**config.mk**
```make
export PLATFORM = sky130hd
export DESIGN_NAME = iee_ctrl
export DESIGN_NICKNAME = d
export VERILOG_FILES = /design/src/sv/iee_pkg.sv /design/src/sv/iee_ctrl.sv
export SDC_FILE = /design/constraint.sdc
export NUM_CORES = 1
export LEC_CHECK = 0
export BUFFER_PORTS_ARGS = -buffer_cell sky130_fd_sc_hd__buf_2
export CORE_MARGIN = 2
export CORE_UTILIZATION = 49
export CTS_BUF_LIST = sky130_fd_sc_hd__clkbuf_8
export DETAILED_ROUTE_END_ITERATION = 8
export MAX_ROUTING_LAYER = met4
export PLACE_DENSITY = 0.78
export SLEW_MARGIN = 20
export SYNTH_ARGS = -nofsm -noshare
export SYNTH_HDL_FRONTEND = slang
export SYNTH_SLANG_ARGS = --single-unit
```
**constraint.sdc**
```tcl
create_clock -name clk_i -period 2.4 [get_ports clk_i]
set_clock_uncertainty 0.05 [all_clocks]
set_input_delay 0.36 -clock clk_i [delete_from_list [all_inputs] [get_ports clk_i]]
set_output_delay 0.36 -clock clk_i [all_outputs]
set_load 0.01 [all_outputs]
```
**src/sv/iee_pkg.sv**
```systemverilog
package iee_pkg;

  // Operator codes held on the operator stack
  localparam logic [2:0] OPC_OPEN = 3'd0;
  localparam logic [2:0] OPC_ADD  = 3'd1;
  localparam logic [2:0] OPC_SUB  = 3'd2;
  localparam logic [2:0] OPC_MUL  = 3'd3;
  localparam logic [2:0] OPC_DIV  = 3'd4;

  // Status codes
  localparam logic [1:0] ST_OK        = 2'd0;
  localparam logic [1:0] ST_DIV_ZERO  = 2'd1;
  localparam logic [1:0] ST_MALFORMED = 2'd2;
  localparam logic [1:0] ST_OVERFLOW  = 2'd3;

  // Characters
  localparam logic [7:0] CH_ADD   = 8'h2B;
  localparam logic [7:0] CH_SUB   = 8'h2D;
  localparam logic [7:0] CH_MUL   = 8'h2A;
  localparam logic [7:0] CH_DIV   = 8'h2F;
  localparam logic [7:0] CH_OPEN  = 8'h28;
  localparam logic [7:0] CH_CLOSE = 8'h29;
  localparam logic [7:0] CH_ZERO  = 8'h30;
  localparam logic [7:0] CH_NINE  = 8'h39;

  // Datapath operations
  localparam logic [3:0] DP_NOP      = 4'd0;
  localparam logic [3:0] DP_ACCUM    = 4'd1;  // accumulate digit
  localparam logic [3:0] DP_FLUSH    = 4'd2;  // push number, clear accumulator
  localparam logic [3:0] DP_PUSH_OP  = 4'd3;  // push operator code
  localparam logic [3:0] DP_POP_OP   = 4'd4;  // drop top operator
  localparam logic [3:0] DP_RED_RD   = 4'd5;  // read top two values
  localparam logic [3:0] DP_RED_EX   = 4'd6;  // start arithmetic
  localparam logic [3:0] DP_RED_WB   = 4'd7;  // write result back
  localparam logic [3:0] DP_CLEAR    = 4'd8;  // clear stacks and number
  localparam logic [3:0] DP_FAIL     = 4'd9;  // record error, clear
  localparam logic [3:0] DP_RES_RD   = 4'd10; // read bottom value for result

  typedef struct packed {
    logic [3:0] op;
    logic [2:0] opc;    // operator code for a push
    logic [3:0] digit;  // digit for accumulate
    logic [1:0] err;    // error for fail
  } iee_cmd_t;

  typedef struct packed {
    logic       in_number;
    logic       err_set;
    logic [1:0] err;
    logic       op_empty;
    logic       op_full;
    logic       val_full;
    logic       val_lt2;
    logic       val_one;
    logic [2:0] op_top;
    logic       alu_busy;
    logic       alu_done;
    logic       div_zero;
  } iee_sts_t;

  function automatic logic [1:0] rank(input logic [2:0] code);
    case (code)
      OPC_ADD, OPC_SUB: rank = 2'd1;
      OPC_MUL, OPC_DIV: rank = 2'd2;
      default:          rank = 2'd0;
    endcase
  endfunction

endpackage

```
**src/sv/iee_ctrl.sv**
```systemverilog
module iee_ctrl import iee_pkg::*; (
  input  logic       clk_i,
  input  logic       rst_ni,
  input  logic       in_valid_i,
  output logic       in_ready_o,
  input  logic [7:0] character_i,
  input  logic       last_i,
  output logic       res_load_o,
  input  logic       out_free_i,
  output iee_cmd_t   cmd_o,
  input  iee_sts_t   sts_i
);

  localparam logic [3:0] S_IDLE  = 4'd0;
  localparam logic [3:0] S_DISP  = 4'd1;  // classify held character
  localparam logic [3:0] S_LOOP  = 4'd2;  // reduce loop for operator, ')' or end
  localparam logic [3:0] S_RD    = 4'd3;
  localparam logic [3:0] S_WAIT  = 4'd5;
  localparam logic [3:0] S_END   = 4'd6;  // final reduction
  localparam logic [3:0] S_CHK   = 4'd7;
  localparam logic [3:0] S_RES   = 4'd8;
  localparam logic [3:0] S_EMIT  = 4'd9;
  localparam logic [3:0] S_SETTLE = 4'd10;

  localparam logic [1:0] M_OPER  = 2'd0;
  localparam logic [1:0] M_CLOSE = 2'd1;
  localparam logic [1:0] M_END   = 2'd2;

  logic [3:0] st_q, st_d;
  logic [7:0] ch_q;
  logic       last_q;
  logic [1:0] mode_q, mode_d;
  logic [2:0] code_q, code_d;
  logic       flushed_q, flushed_d;
  logic       is_digit, is_oper;
  logic [2:0] ccode;

  assign in_ready_o = st_q == S_IDLE;
  assign is_digit = ch_q >= CH_ZERO && ch_q <= CH_NINE;

  always_comb begin
    is_oper = 1'b1;
    case (ch_q)
      CH_ADD:  ccode = OPC_ADD;
      CH_SUB:  ccode = OPC_SUB;
      CH_MUL:  ccode = OPC_MUL;
      CH_DIV:  ccode = OPC_DIV;
      default: begin ccode = OPC_OPEN; is_oper = 1'b0; end
    endcase
  end

  always_comb begin
    st_d = st_q; mode_d = mode_q; code_d = code_q; flushed_d = flushed_q;
    cmd_o = '0; res_load_o = 1'b0;
    case (st_q)
      S_IDLE: if (in_valid_i) begin st_d = S_DISP; flushed_d = 1'b0; end
      S_DISP: begin
        if (sts_i.err_set) begin
          st_d = last_q ? S_CHK : S_IDLE;
        end else if (is_digit) begin
          cmd_o.op = DP_ACCUM; cmd_o.digit = 4'(ch_q - CH_ZERO);
          st_d = last_q ? S_SETTLE : S_IDLE;
        end else if (sts_i.in_number && !flushed_q) begin
          flushed_d = 1'b1;
          if (sts_i.val_full) begin
            cmd_o.op = DP_FAIL; cmd_o.err = ST_OVERFLOW;
          end else cmd_o.op = DP_FLUSH;
        end else if (ch_q == CH_OPEN) begin
          if (sts_i.op_full) begin cmd_o.op = DP_FAIL; cmd_o.err = ST_OVERFLOW; end
          else begin cmd_o.op = DP_PUSH_OP; cmd_o.opc = OPC_OPEN; end
          st_d = last_q ? S_SETTLE : S_IDLE;
        end else if (ch_q == CH_CLOSE) begin
          mode_d = M_CLOSE; st_d = S_LOOP;
        end else if (is_oper) begin
          mode_d = M_OPER; code_d = ccode; st_d = S_LOOP;
        end else begin
          cmd_o.op = DP_FAIL; cmd_o.err = ST_MALFORMED;
          st_d = last_q ? S_SETTLE : S_IDLE;
        end
      end
      S_SETTLE: st_d = S_END;
      S_LOOP: begin
        if (sts_i.err_set) st_d = (mode_q == M_END || last_q) ? S_CHK : S_IDLE;
        else if (sts_i.op_empty) begin
          if (mode_q == M_OPER) begin
            cmd_o.op = DP_PUSH_OP; cmd_o.opc = code_q;
          end
          st_d = (mode_q == M_END) ? S_CHK : (last_q ? S_SETTLE : S_IDLE);
        end else if (sts_i.op_top == OPC_OPEN && mode_q != M_OPER) begin
          cmd_o.op = DP_POP_OP;
          if (mode_q == M_CLOSE) st_d = last_q ? S_SETTLE : S_IDLE;
          else st_d = S_SETTLE;
        end else if (mode_q == M_OPER && rank(sts_i.op_top) < rank(code_q)) begin
          if (sts_i.op_full) begin cmd_o.op = DP_FAIL; cmd_o.err = ST_OVERFLOW; end
          else begin cmd_o.op = DP_PUSH_OP; cmd_o.opc = code_q; end
          st_d = last_q ? S_SETTLE : S_IDLE;
        end else if (sts_i.val_lt2) begin
          cmd_o.op = DP_FAIL; cmd_o.err = ST_MALFORMED;
          st_d = S_LOOP;
        end else begin
          cmd_o.op = DP_RED_RD; st_d = S_RD;
        end
      end
      S_RD: begin
        if (sts_i.div_zero) begin
          cmd_o.op = DP_FAIL; cmd_o.err = ST_DIV_ZERO; st_d = S_LOOP;
        end else begin
          cmd_o.op = DP_RED_EX; st_d = S_WAIT;
        end
      end
      S_WAIT: if (sts_i.alu_done) begin
        cmd_o.op = DP_RED_WB; st_d = S_LOOP;
      end
      S_END: begin
        if (!sts_i.err_set && sts_i.in_number) begin
          if (sts_i.val_full) begin cmd_o.op = DP_FAIL; cmd_o.err = ST_OVERFLOW; end
          else cmd_o.op = DP_FLUSH;
        end
        mode_d = M_END; st_d = S_LOOP;
      end
      S_CHK: begin
        if (!sts_i.err_set && !sts_i.val_one) begin
          cmd_o.op = DP_FAIL; cmd_o.err = ST_MALFORMED;
        end
        st_d = S_RES;
      end
      S_RES: begin cmd_o.op = DP_RES_RD; st_d = S_EMIT; end
      S_EMIT: if (out_free_i) begin
        res_load_o = 1'b1; cmd_o.op = DP_CLEAR; st_d = S_IDLE;
      end
      default: st_d = S_IDLE;
    endcase
  end

  always_ff @(posedge clk_i or negedge rst_ni) begin
    if (!rst_ni) begin
      st_q <= S_IDLE; mode_q <= M_OPER; flushed_q <= 1'b0;
    end else begin
      st_q <= st_d;
      mode_q <= mode_d; flushed_q <= flushed_d;
    end
  end

  always_ff @(posedge clk_i) begin
    code_q <= code_d;
    if (st_q == S_IDLE && in_valid_i) begin
      ch_q <= character_i; last_q <= last_i;
    end
  end

endmodule

```
Word-level counts from Yosys, hierarchy flattened
Index checks and enable logic that the tools add are counted.
W data, S select, Z words.
{"block": "classes", "n_bitwise": 5, "n_reduce_logical": 26, "div_mod_pow": 0, "shifts": 0, "n_eq_ne": 35, "multipliers": 0, "add_sub_neg": 1, "n_mux": 89, "n_lt_le_gt_ge": 3}
{"cell": "$mux W4", "count": 32}
{"cell": "$mux W2", "count": 28}
{"cell": "$eq A8 B6 Y1 const B", "count": 6}
{"cell": "$pmux W4 S10", "count": 1}
{"cell": "$pmux W4 S8", "count": 1}
{"cell": "$mux W3", "count": 7}
{"cell": "$ne A2 B2 Y1 const B", "count": 8}
{"cell": "$mux W7", "count": 2}
{"cell": "$mux W13", "count": 1}
{"cell": "$eq A3 B2 Y1 const B", "count": 4}
{"cell": "$eq A4 B3 Y1 const B", "count": 3}
{"cell": "$eq A4 B4 Y1 const B", "count": 3}
{"cell": "$pmux W2 S2", "count": 3}
{"cell": "$pmux W3 S4", "count": 1}
{"cell": "$pmux W2 S5", "count": 1}
{"cell": "$mux W1", "count": 9}
{"cell": "$eq A4 B2 Y1 const B", "count": 2}
{"cell": "$ge A8 B6 Y1 const B", "count": 1}
{"cell": "$le A8 B6 Y1 const B", "count": 1}
{"cell": "$reduce_or A2 Y1", "count": 4}
{"cell": "$logic_and A1 B1 Y1", "count": 7}
{"cell": "$reduce_and A7 Y1", "count": 1}
{"cell": "$eq A3 B1 Y1 const B", "count": 2}
{"cell": "$eq A3 B3 Y1 const B", "count": 2}
{"cell": "other kinds (21)", "count": 29}
{"block": "totals", "ff_bits": 19, "inputBits": 28, "elab_cells": 165, "latch_bits": 0, "n_memories": 0, "mem_bits_rw": 0, "romBits": 0}

Logic depth before layout (Yosys ltp)
Gate-level depths: netlist (run 1).
{"block": "logic_depth", "ltp_word": 14, "ltp_mapped": 9}

Worst setup path before layout (run 1)
No wires, ideal clock.
{"block": "synth_timing", "path_type": "flip-flop to output port", "from": "register code_q[1]", "to": "output cmd_o[12] (netlist name)", "arrival_time_ns": 2.278, "path_buffers": 0, "slack_ns": -0.288, "required_ns": 1.990, "stages_incl_launch_ff": 10, "cell_sequence": "edfxtp_1 > nand2_1 > nor2_1 > a21oi_1 > ha_1 > nor2b_1 > a2111oi_1 > nand2_1 > mux2i_1 > o311ai_0"}
{"item": "from (decl)", "line_no": "iee_ctrl.sv:33", "source": "logic [2:0] code_q, code_d;"}
{"item": "from (signal assigned)", "line_no": "iee_ctrl.sv:145", "source": "code_q <= code_d;"}
{"item": "to (decl)", "line_no": "iee_ctrl.sv:10", "source": "output iee_cmd_t cmd_o,"}

==> flow_summary.yaml, run 1 <==
timing:
  finalCriticalPeriod_ps: 2810
  report.final.setup_viol: 8
  max_slew.worst_pin.slew_ps: 541
  max_slew_margin_pct: 63.7
  unrepaired_setup_endpoints_after_global_routing: "true"
  final_critical_path_setup_slack_ps: -413
  final_period_util_pct: 117
  achievable-frequency_ghz: 0.355
  final-hold-violation-count: 0
  finalMaxSlewViolations: 0
pwr:
  power.internal_uw: 1080
  p_leak_uw: 0.000901
  vdd_drop_max_mv: 0.643
  clockPowerShare_pct: 10.6
  sequentialPowerShare_pct: 27.5
  switchingPower_uw: 859
  ratio_of_total_power_to_cell_area_mw_per_mm2: 910
  power.switching_fraction_pct: 44.3
  comb_pwr_share_pct: 61.9
cells_and_area:
  num_antenna_cells: 0
  nNetsFinal: 287
  non_filler_instances: 301
  fill_cells: 285
  most-common-layout-cells: "buf_2 (39), buf_4 (23), nor2_1 (21)"
  area_growth_synth_to_finish_pct: 30.6
  share_of_final_layout_standard_cells_stronger_than_drive_strength_1_pct: 32.7
  final_common_cell: "buf_2"
min_path:
  depth_of_the_worst_hold_timing_path: 1
  min_to: "ch_q[2]$_DFFE_PP_"
  worst_hold_startpoint: "character_i[2]"
  holdCritPathClass: "primary input to flop"
synthesis:
  synthesis.area_per_instance_um2: 8.10
  yosys.area_share.xor_xnor_pct: 1.08
  synth_area_mm2: 0.00163
  ys_dominant_reg_cell: "edfxtp_1"
  ys_types: 51
  asyncSetResetFlopFracSynth_pct: 36.8
  synthesis.nets: 230
  post_synth_and_or_nand_nor_area_fraction_pct: 34.5
  synth_top_family_by_area: "simple AND/OR/NAND/NOR gates"
  yosys.area_share.adder_pct: 0.768
  synth.top_cells.by_area: "edfxtp_1 (22%), dfrtp_1 (11%), nor2b_1 (5.8%)"
  yosys-mux-area-fraction_pct: 1.92
  synth_seq_cells: 19
  netlist.area_leader.share_pct: 22.1
  count_of_flip_flops_with_a_built_in_enable_after_synthesis: 12
  yosysSeqAreaShare_pct: 32.9
  yosys.area.top_type: "edfxtp_1"
  ys.warnings.count: 0
  synthesis.instances: 201
  synth-compound-area-share_pct: 24.9
die:
  pin_count: 43
  core_area_mm2: 0.00310
  die_width_um: 61.7
  initial_core_utilization_pct: 52.5
  floorplan.die_area_mm2: 0.00380
  std_cell_rows: 20
  floorplan.die.height_um: 61.7
route:
  num_vias: 1750
  drcViolationCount: 0
  drt-vias-per-instance: 5.81
  detailedRoute.firstIterationViolations: 185
  route.antenna.remaining_nets: 0
  detail_route.wirelength_um: 4250
  route.detailed.wl_per_inst_um: 14.1
  detailed_routing_iterations_pass_1: 4
critical_path:
  regToRegSetupSlack_ps: 120
  crit_chain: "nand2_1 > nor2_1 > a21oi_1 > ha_1 > nor2b_4 > a2111oi_4 > nand2_2 > mux2i_2 > o311ai_2 > buf_2"
  crit_type: "flop to output pin"
  rr_endpoint: "st_q[3]$_DFFE_PN0P_"
  crit_arrival_ps: 2400
  critical_path_required_time_ps: 1990
  regToRegStartpoint: "code_q[0]$_DFFE_PP_"
  category_of_the_worst_setup_path_capture_point: "output pin"
  rr_worst_depth: 11
  worst_path_largest_cell_delay_ps: 420
  crit_path_start_kind: "flop"
  worst-path-max-fanout: 4
  cpMaxStageDelayCell: "edfxtp_1"
cts:
  clock_insertion_delay_worst_skew_ps: 240
  clock_sink_count: 19
  clock_tree.root_cell: "clkbuf_8"
  number_of_clock_buffers_inserted_by_tritoncts: 3
  clkSlewWorstSetupHoldPaths_ps: 70
  cts_buffer_depth: 2
  clock_tree_from_tritoncts: "done"
  htree_num_levels: 1
global_route:
  grt_pass1_vias: 1488
  total_track_usage_pct: 24.1
  wire_length_of_the_first_global_routing_pass_um: 6470
  grt_overflow: 0
  grt_antenna_before_repair: 0
  grt_start_max_net_pins: 20
status:
  run_status: "finished, violations left"
  violations: "setup timing"
flow_run:
  drv_cap: 0
placed_design:
  finalWeightedCongestion: 0.917
  post-dp-hpwl_um: 3310
  preCtsSetupSlack_ps: -188
  placed_cells_incl_taps: 293
  io_buffer_count: 39
## sequential cells by signal (all words and copies together), names as in the netlist
register and count:
mode_q 2, ch_q 8, code_q 3, last_q 1
st_q 4, flushed_q 1
## metal layers
| metal | routed length (um) | GRT usage, % | share of wire (%) | vias up |
|---|---|---|---|---|
| li1 | - | - | - | 867 |
| met1 | 1810 | 31.1 | 43 | 810 |
| met2 | 2120 | 40.6 | 50 | 67 |
| met3 | 274 | 1.68 | 6.5 | 6 |
| met4 | 50 | 6.99 | 1.2 | 0 |
| met5 | 0 | - | 0 | - |
## synthesized netlist by cell type, types with 2 or more instances
| library cell | n |
|---|---|
| inv_1 | 5 |
| o22ai_1 | 2 |
| and3_1 | 6 |
| nor2b_1 | 15 |
| nor3_1 | 9 |
| or3_1 | 2 |
| or2_2 | 2 |
| nand2b_1 | 8 |
| o211ai_1 | 4 |
| dfrtp_1 | 7 |
| o21ai_0 | 11 |
| a21oi_1 | 13 |
| nand4_1 | 2 |
| a211oi_1 | 2 |
| nor3b_1 | 3 |
| nand4b_1 | 2 |
| nor2_1 | 22 |
| o311ai_0 | 5 |
| and3b_1 | 2 |
| o21ai_1 | 2 |
| clkbuf_1 | 10 |
| mux2i_1 | 2 |
| nand3b_1 | 2 |
| nand2_1 | 9 |
| nand3_1 | 9 |
| a31oi_1 | 5 |
| edfxtp_1 | 12 |
| and2_1 | 4 |
| o31ai_1 | 2 |
## what timing repair did
action | CTS | global route
endpoints found under the hold margin | 7 | 0
buffers inserted | 2 | 1
gates cloned | 0 | 0
hold buffers | 1 | 0
setup endpoints to repair | 8 | 10
resized for setup | 1 | 4
pin swaps | 4 | 2
## stage by stage
step                      setup TNS [ps]  util [%]  power, uW  cell area (um^2)  hold slack, ps
after detailed placement           -1020      65.5       1690              2030             146
final                              -2350      68.6       1940              2130             235
after global routing               -3870      68.6       2090              2130             223
after CTS                          -2710      68.0       1910              2110             231
after floorplan                    -9.75         -       1310              1680            14.4
after global placement              -932      65.5       1670              2030             144
## kinds of logic (layout without fill, tap and decap cells)
| family | after synthesis | in the layout |
|---|---|---|
| fa+ha+maj | 1 | 1 |
| flops | 19 | 19 |
| xor+xnor | 2 | 2 |
| simple gates | 101 | 101 |
| buf+inv | 17 | 73 |
| compound gates | 58 | 58 |
| mux | 3 | 3 |
## critical path, delay by kind of cell, from the launching register on
family | cells | cell delay [ps]
multiplexers | 1 | 200
buffers and inverters | 1 | 170
adder cells (fa/ha/maj) | 1 | 260
flip-flops | 1 | 420
AO/OA/AOI/OAI | 3 | 720
AND/OR/NAND/NOR | 4 | 400
## power by group through the flow
stage | combinational (uW) | sequential, uW | clock, uW
2_1_floorplan | 797 | 513 | 0
3_3_place_gp | 1140 | 531 | 0
5_1_grt | 1320 | 541 | 226
3_5_place_dp | 1150 | 540 | 0
4_1_cts | 1170 | 533 | 210
6_report | 1200 | 533 | 205
## final cells by class
class | count | area, um^2 | area share [%]
inverters | 6 | 22.5 | 1.06
repair buffers | 63 | 378 | 17.8
clock inverters | 1 | 3.75 | 0.176
clock buffers | 3 | 41.3 | 1.94
multi-input cells | 165 | 1090 | 51.3
well taps | 44 | 55.1 | 2.59
flip-flops and latches | 19 | 536 | 25.2
## worst max path at each step
stage	cells after the start	slack (ps)	from	endpoint
finish	10	-410	code_q[0]$_DFFE_PP_	cmd_o[1]
global route	10	-570	code_q[0]$_DFFE_PP_	cmd_o[1]
CTS	10	-400	code_q[0]$_DFFE_PP_	cmd_o[1]
detailed placement	11	-190	sts_i[4]	cmd_o[1]
global placement	11	-180	sts_i[4]	cmd_o[10]
floorplan	9	-10	code_q[1]$_DFFE_PP_	cmd_o[1]
Note: power is estimated with default switching activity, not from simulation.
==> inputs of run 2 (changes only) <==
- PLACE_DENSITY: 0.78 -> 0.76
==> run 2 against run 1 <==
  * Flip-flop and latch count unchanged
  * First-iteration DRC count down 25%
  * Core utilization up 2.0 points
  * Sequential power down 2%
  * The flow still finishes with violations (setup timing)
  * Clock power up 5%
  * Non-clock buffer count up 5
  * Power up 4.4%
  * Maximum frequency down 1.7%
  * Die area unchanged
  * Setup slack worse by 48 ps
  * Via count up 1.9%
  * Largest power group unchanged
  * Sequential share of layout area down 0.70 points
==> flow_summary.yaml, run 2 (same netlist as run 1, synthesis figures left out) <==
global_route:
  global_route.usage.met2_pct: 41.1
  grt.met3_usage_pct: 2.10
  grt_antenna_before_repair: 0
  total_track_usage_pct: 25.5
  grt_overflow: 0
  global_route.usage.met1_pct: 33.3
  global_route.peak_usage_layer: "met2"
  grt_pass1_vias: 1599
  wire_length_of_the_first_global_routing_pass_um: 6800
  grt_start_max_net_pins: 20
min_path:
  holdCritPathClass: "primary input to flop"
  min_to: "ch_q[4]$_DFFE_PP_"
  depth_of_the_worst_hold_timing_path: 1
  worst_hold_startpoint: "character_i[4]"
timing:
  final_period_util_pct: 119
  report.final.setup_viol: 8
  achievable-frequency_ghz: 0.349
  max_slew.worst_pin.slew_ps: 509
  final-hold-violation-count: 0
  final_critical_path_setup_slack_ps: -461
  max_slew_margin_pct: 65.8
  finalMaxSlewViolations: 0
  unrepaired_setup_endpoints_after_global_routing: "true"
  finalCriticalPeriod_ps: 2860
cells_and_area:
  most-common-layout-cells: "buf_2 (39), buf_4 (27), nor2_1 (22)"
  top_register: "ch_q"
  share_of_final_layout_standard_cells_stronger_than_drive_strength_1_pct: 34.0
  area_growth_synth_to_finish_pct: 34.4
  nNetsFinal: 292
  num_antenna_cells: 0
  largest_reg_flops: 8
  largest_registers: "ch_q: 8 flops, st_q: 4 flops, code_q: 3 flops"
  final_common_cell: "buf_2"
  layout_cell_area_excl_fill_mm2: 0.00219
critical_path:
  worst_path_largest_cell_delay_ps: 420
  regToRegSetupSlack_ps: 40
  regToRegStartpoint: "code_q[1]$_DFFE_PP_"
  cpMaxStageDelayCell: "edfxtp_1"
  critPathTopFamily: "compound AO/OA/AOI/OAI gates"
  rr_endpoint: "st_q[3]$_DFFE_PN0P_"
  worst-path-buf-inv: 1
  crit_arrival_ps: 2450
  crit_path_start_kind: "flop"
  worst-path-max-fanout: 4
  category_of_the_worst_setup_path_capture_point: "output pin"
  rr_worst_depth: 11
  crit_type: "flop to output pin"
  critical_path_required_time_ps: 1990
  crit_chain: "nand2_1 > nor2_1 > a21oi_1 > ha_1 > nor2b_4 > a2111oi_4 > nand2_2 > mux2i_2 > o311ai_2 > buf_2"
pwr:
  p_leak_uw: 0.000928
  vdd_drop_max_mv: 0.741
  sequentialPowerShare_pct: 25.9
  power.internal_uw: 1120
  clockPowerShare_pct: 10.6
  power.switching_fraction_pct: 44.4
  comb_pwr_share_pct: 63.4
  ratio_of_total_power_to_cell_area_mw_per_mm2: 923
  switchingPower_uw: 898
cts:
  clock_tree.root_cell: "clkbuf_8"
  clock_sink_count: 19
  number_of_clock_buffers_inserted_by_tritoncts: 3
  clkSlewWorstSetupHoldPaths_ps: 70
  clock_tree_from_tritoncts: "done"
  clock_insertion_delay_worst_skew_ps: 260
  cts_buffer_depth: 2
  htree_num_levels: 1
die:
  core_area_mm2: 0.00310
  die_width_um: 61.7
  initial_core_utilization_pct: 52.5
  floorplan.die.height_um: 61.7
  floorplan.die_area_mm2: 0.00380
  std_cell_rows: 20
  pin_count: 43
placed_design:
  preCtsSetupSlack_ps: -204
  post-dp-hpwl_um: 3380
  io_buffer_count: 39
  finalWeightedCongestion: 0.912
  post_dp_cell_area_mm2: 0.00204
route:
  drt-vias-per-instance: 5.83
  route.antenna.remaining_nets: 0
  num_vias: 1783
  detailedRoute.firstIterationViolations: 139
  drcViolationCount: 0
  route.detailed.wl_per_inst_um: 14.3
  detail_route.wirelength_um: 4360
  detailed_routing_iterations_pass_1: 4
status:
  violations: "setup timing"
  run_status: "finished, violations left"
flow_run:
  drv_cap: 0
run 2: cell count changes in the layout (fill, tap and decap cells not counted), sizes merged:
cell  previous run  this run
buf             62        67
run 2: final cells by class:
class	instances	area (um^2)
Multi-Input combinational cell	165	1110
Clock inverter	1	3.75
Sequential cell	19	536
Clock buffer	3	41.3
Inverter	6	22.5
Timing Repair Buffer	68	419
Tap cell	44	55.1
Fill cell	288	913
run 2: repair_timing:
| action | 4_1_cts | 5_1_grt |
|---|---|---|
| pin swaps | 4 | 3 |
| buffers inserted | 4 | 3 |
| setup endpoints to repair | 9 | 11 |
| endpoints found under the hold margin | 7 | 0 |
| resized for setup | 4 | 4 |
| hold buffers | 1 | 0 |
run 2: worst reg2reg max path: stages, from the launching register on:
cell and delay (ps):
edfxtp_1 420, nand2_1 90, nor2_1 40, a21oi_1 130, ha_1 260, nor2b_4 140, a2111oi_4 320, nand2_2 140
buf_4 160, buf_4 130, o32a_1 150, a32oi_1 220
run 2: worst max-delay path by stage:
| stage | cells past startpoint | slack, ps | to | from |
|---|---|---|---|---|
| floorplan | 9 | -10 | cmd_o[1] | code_q[1]$_DFFE_PP_ |
| finish | 10 | -460 | cmd_o[1] | code_q[1]$_DFFE_PP_ |
| global route | 11 | -610 | cmd_o[10] | code_q[0]$_DFFE_PP_ |
| CTS | 10 | -440 | cmd_o[1] | code_q[1]$_DFFE_PP_ |
| global placement | 11 | -170 | cmd_o[10] | sts_i[4] |
| detailed placement | 11 | -200 | cmd_o[1] | sts_i[4] |
run 2: power groups by stage:
stage	Combinational, uW	Clock (uW)	Sequential (uW)
global placement	1150	0	527
CTS	1210	220	525
floorplan	797	0	513
detailed placement	1170	0	531
global route	1400	234	533
finish	1280	215	525
run 2: per-layer routing:
metal,routed length [um],part of all wire [%],vias to the layer above
met4,85,1.9,0
met3,275,6.3,10
li1,-,-,879
met5,0,0,-
met1,1900,44,816
met2,2100,48,78
run 2: per-stage QoR:
step / utilization, % / setup TNS, ps / hold slack (ps) / total power (uW) / std cells
floorplan: - / -9.75 / 14.4 / 1310 / 201
global placement: 65.8 / -877 / 146 / 1680 / 294
detailed placement: 65.8 / -1090 / 149 / 1700 / 294
CTS: 69.0 / -3040 / 220 / 1950 / 303
global route: 70.6 / -4480 / 217 / 2170 / 306
finish: 70.6 / -3150 / 223 / 2020 / 306
==> inputs of run 3 (changes only) <==
- CTS_BUF_LIST: sky130_fd_sc_hd__clkbuf_8 -> sky130_fd_sc_hd__clkbuf_4 sky130_fd_sc_hd__clkbuf_8
==> run 3 against run 2 <==
  * The run still ends with setup timing left
  * Power fell by 1.1%
  * Sequential power barely moved
  * Cell area did not move
  * Critical path depth did not move
  * Cell count rose by 0.33%
  * Wire length rose by 2.4%
  * Core utilization did not move
  * Non-clock buffer count rose by 1
  * Maximum frequency fell by 2.2%
  * Combinational power barely moved
  * Register-to-register slack got worse by 20 ps
  * Count of clock-buffer cells in the layout rose by 1
  * Largest cell class unchanged
  * Highest routed layer unchanged
==> flow_summary.yaml, run 3 (same netlist as run 1, synthesis figures left out) <==
status:
  run_status: "finished, violations left"
  violations: "setup timing"
placed_design:
  post_dp_cell_area_mm2: 0.00204
  placed_cells_incl_taps: 294
  post-dp-hpwl_um: 3380
  io_buffer_count: 39
  preCtsSetupSlack_ps: -204
  finalWeightedCongestion: 0.912
cells_and_area:
  non_filler_instances: 307
  num_antenna_cells: 0
  final_common_cell: "buf_2"
  top_register: "ch_q"
  area_growth_synth_to_finish_pct: 34.4
  nNetsFinal: 293
  largest_reg_flops: 8
  layout_cell_area_excl_fill_mm2: 0.00219
  largest_registers: "ch_q: 8 flops, st_q: 4 flops, code_q: 3 flops"
  most-common-layout-cells: "buf_2 (39), buf_4 (28), nor2_1 (21)"
  share_of_final_layout_standard_cells_stronger_than_drive_strength_1_pct: 35.0
cts:
  number_of_clock_buffers_inserted_by_tritoncts: 3
  clock_tree_from_tritoncts: "done"
  cts_buffer_depth: 2
  htree_num_levels: 1
  clock_insertion_delay_worst_skew_ps: 300
  clock_tree.root_cell: "clkbuf_4"
  clock_sink_count: 19
  clkSlewWorstSetupHoldPaths_ps: 110
critical_path:
  regToRegSetupSlack_ps: 20
  rr_endpoint: "st_q[3]$_DFFE_PN0P_"
  critical_path_required_time_ps: 1990
  rr_worst_depth: 11
  worst_path_largest_cell_delay_ps: 440
  crit_type: "flop to output pin"
  worst-path-max-fanout: 4
  category_of_the_worst_setup_path_capture_point: "output pin"
  crit_chain: "nand2_1 > nor2_1 > a21oi_1 > ha_1 > nor2b_4 > a2111oi_4 > nand2_2 > mux2i_2 > o311ai_2 > buf_2"
  cpMaxStageDelayCell: "edfxtp_1"
  critical_path.startpoint: "code_q[1]$_DFFE_PP_"
  crit_path_start_kind: "flop"
  crit_end: "cmd_o[1]"
  regToRegStartpoint: "code_q[1]$_DFFE_PP_"
  crit_arrival_ps: 2520
global_route:
  grt_pass1_vias: 1601
  global_route.peak_usage_layer: "met2"
  grt.met3_usage_pct: 2.10
  global_route.usage.met2_pct: 40.9
  grt_overflow: 0
  total_track_usage_pct: 25.4
  grt_antenna_before_repair: 0
  grt_start_max_net_pins: 20
  global_route.usage.met1_pct: 33.2
  wire_length_of_the_first_global_routing_pass_um: 6780
die:
  std_cell_rows: 20
  die_width_um: 61.7
  pin_count: 43
  floorplan.die.height_um: 61.7
  initial_core_utilization_pct: 52.5
  core_area_mm2: 0.00310
  floorplan.die_area_mm2: 0.00380
timing:
  final_period_util_pct: 122
  achievable-frequency_ghz: 0.342
  final_critical_path_setup_slack_ps: -526
  max_slew.worst_pin.slew_ps: 514
  finalCriticalPeriod_ps: 2930
  report.final.setup_viol: 8
  finalMaxSlewViolations: 0
  final-hold-violation-count: 0
  max_slew_margin_pct: 65.5
  unrepaired_setup_endpoints_after_global_routing: "true"
route:
  drcViolationCount: 0
  detailedRoute.firstIterationViolations: 191
  num_vias: 1796
  route.antenna.remaining_nets: 0
  drt-vias-per-instance: 5.85
  route.detailed.wl_per_inst_um: 14.6
  detailed_routing_iterations_pass_1: 4
  detail_route.wirelength_um: 4470
pwr:
  p_leak_uw: 0.000928
  power_uw: 2000
  vdd_drop_max_mv: 0.663
  ratio_of_total_power_to_cell_area_mw_per_mm2: 913
min_path:
  depth_of_the_worst_hold_timing_path: 1
  holdCritPathClass: "primary input to flop"
flow_run:
  drv_cap: 0
[run 3: routing by layer]
metal / share of wire, % / vias up
met4: 1.9 / 0
li1: - / 879
met2: 49 / 73
met3: 5.8 / 11
met5: 0 / -
met1: 43 / 833
[run 3: cell type report]
class                           count  area, um^2
Fill cell                         290         913
Sequential cell                    19         536
Multi-Input combinational cell    165        1120
Clock buffer                        4        30.0
Inverter                            6        22.5
Timing Repair Buffer               69         427
Tap cell                           44        55.1
[run 3: how the worst min path moves through the flow]
stage	start	to	slack (ps)
final	character_i[4]	ch_q[4]$_DFFE_PP_	170
after global routing	character_i[7]	ch_q[7]$_DFFE_PP_	160
after CTS	character_i[4]	ch_q[4]$_DFFE_PP_	180
after detailed placement	rst_ni	mode_q[0]$_DFFE_PN0P_	150
after global placement	rst_ni	mode_q[0]$_DFFE_PN0P_	150
after floorplan	rst_ni	flushed_q$_DFFE_PN0P_	10
[run 3: stage by stage]
step	setup TNS [ps]	hold WS (ps)	util [%]
after CTS	-3470	175	68.5
after global placement	-877	146	65.8
final	-3650	170	70.6
after detailed placement	-1090	149	65.8
after floorplan	-9.75	14.4	-
after global routing	-5010	156	70.6
[run 3: report_power, final]
| part | leakage (uW) | total (uW) | internal [uW] | switching [uW] |
|---|---|---|---|---|
| clock network | 0.0000184 | 174 | 76.2 | 97.5 |
| registers | 0.000206 | 527 | 446 | 80.9 |
| logic | 0.000704 | 1300 | 570 | 728 |
| total | 0.000928 | 2000 | 1090 | 907 |
[run 3: worst max-delay path, delay by kind of cell (launching register included)]
kind                     cells  cell delay [ps]
AO/OA/AOI/OAI                3              730
flip-flops                   1              440
AND/OR/NAND/NOR              4              410
adder cells (fa/ha/maj)      1              260
multiplexers                 1              200
buffers and inverters        1              170
[run 3: what timing repair did]
item,4_1_cts,5_1_grt
buffers inserted,4,4
pin swaps,4,4
hold buffers,1,0
setup endpoints to repair,9,15
gates resized for setup,4,6
endpoints found under the hold margin,7,0
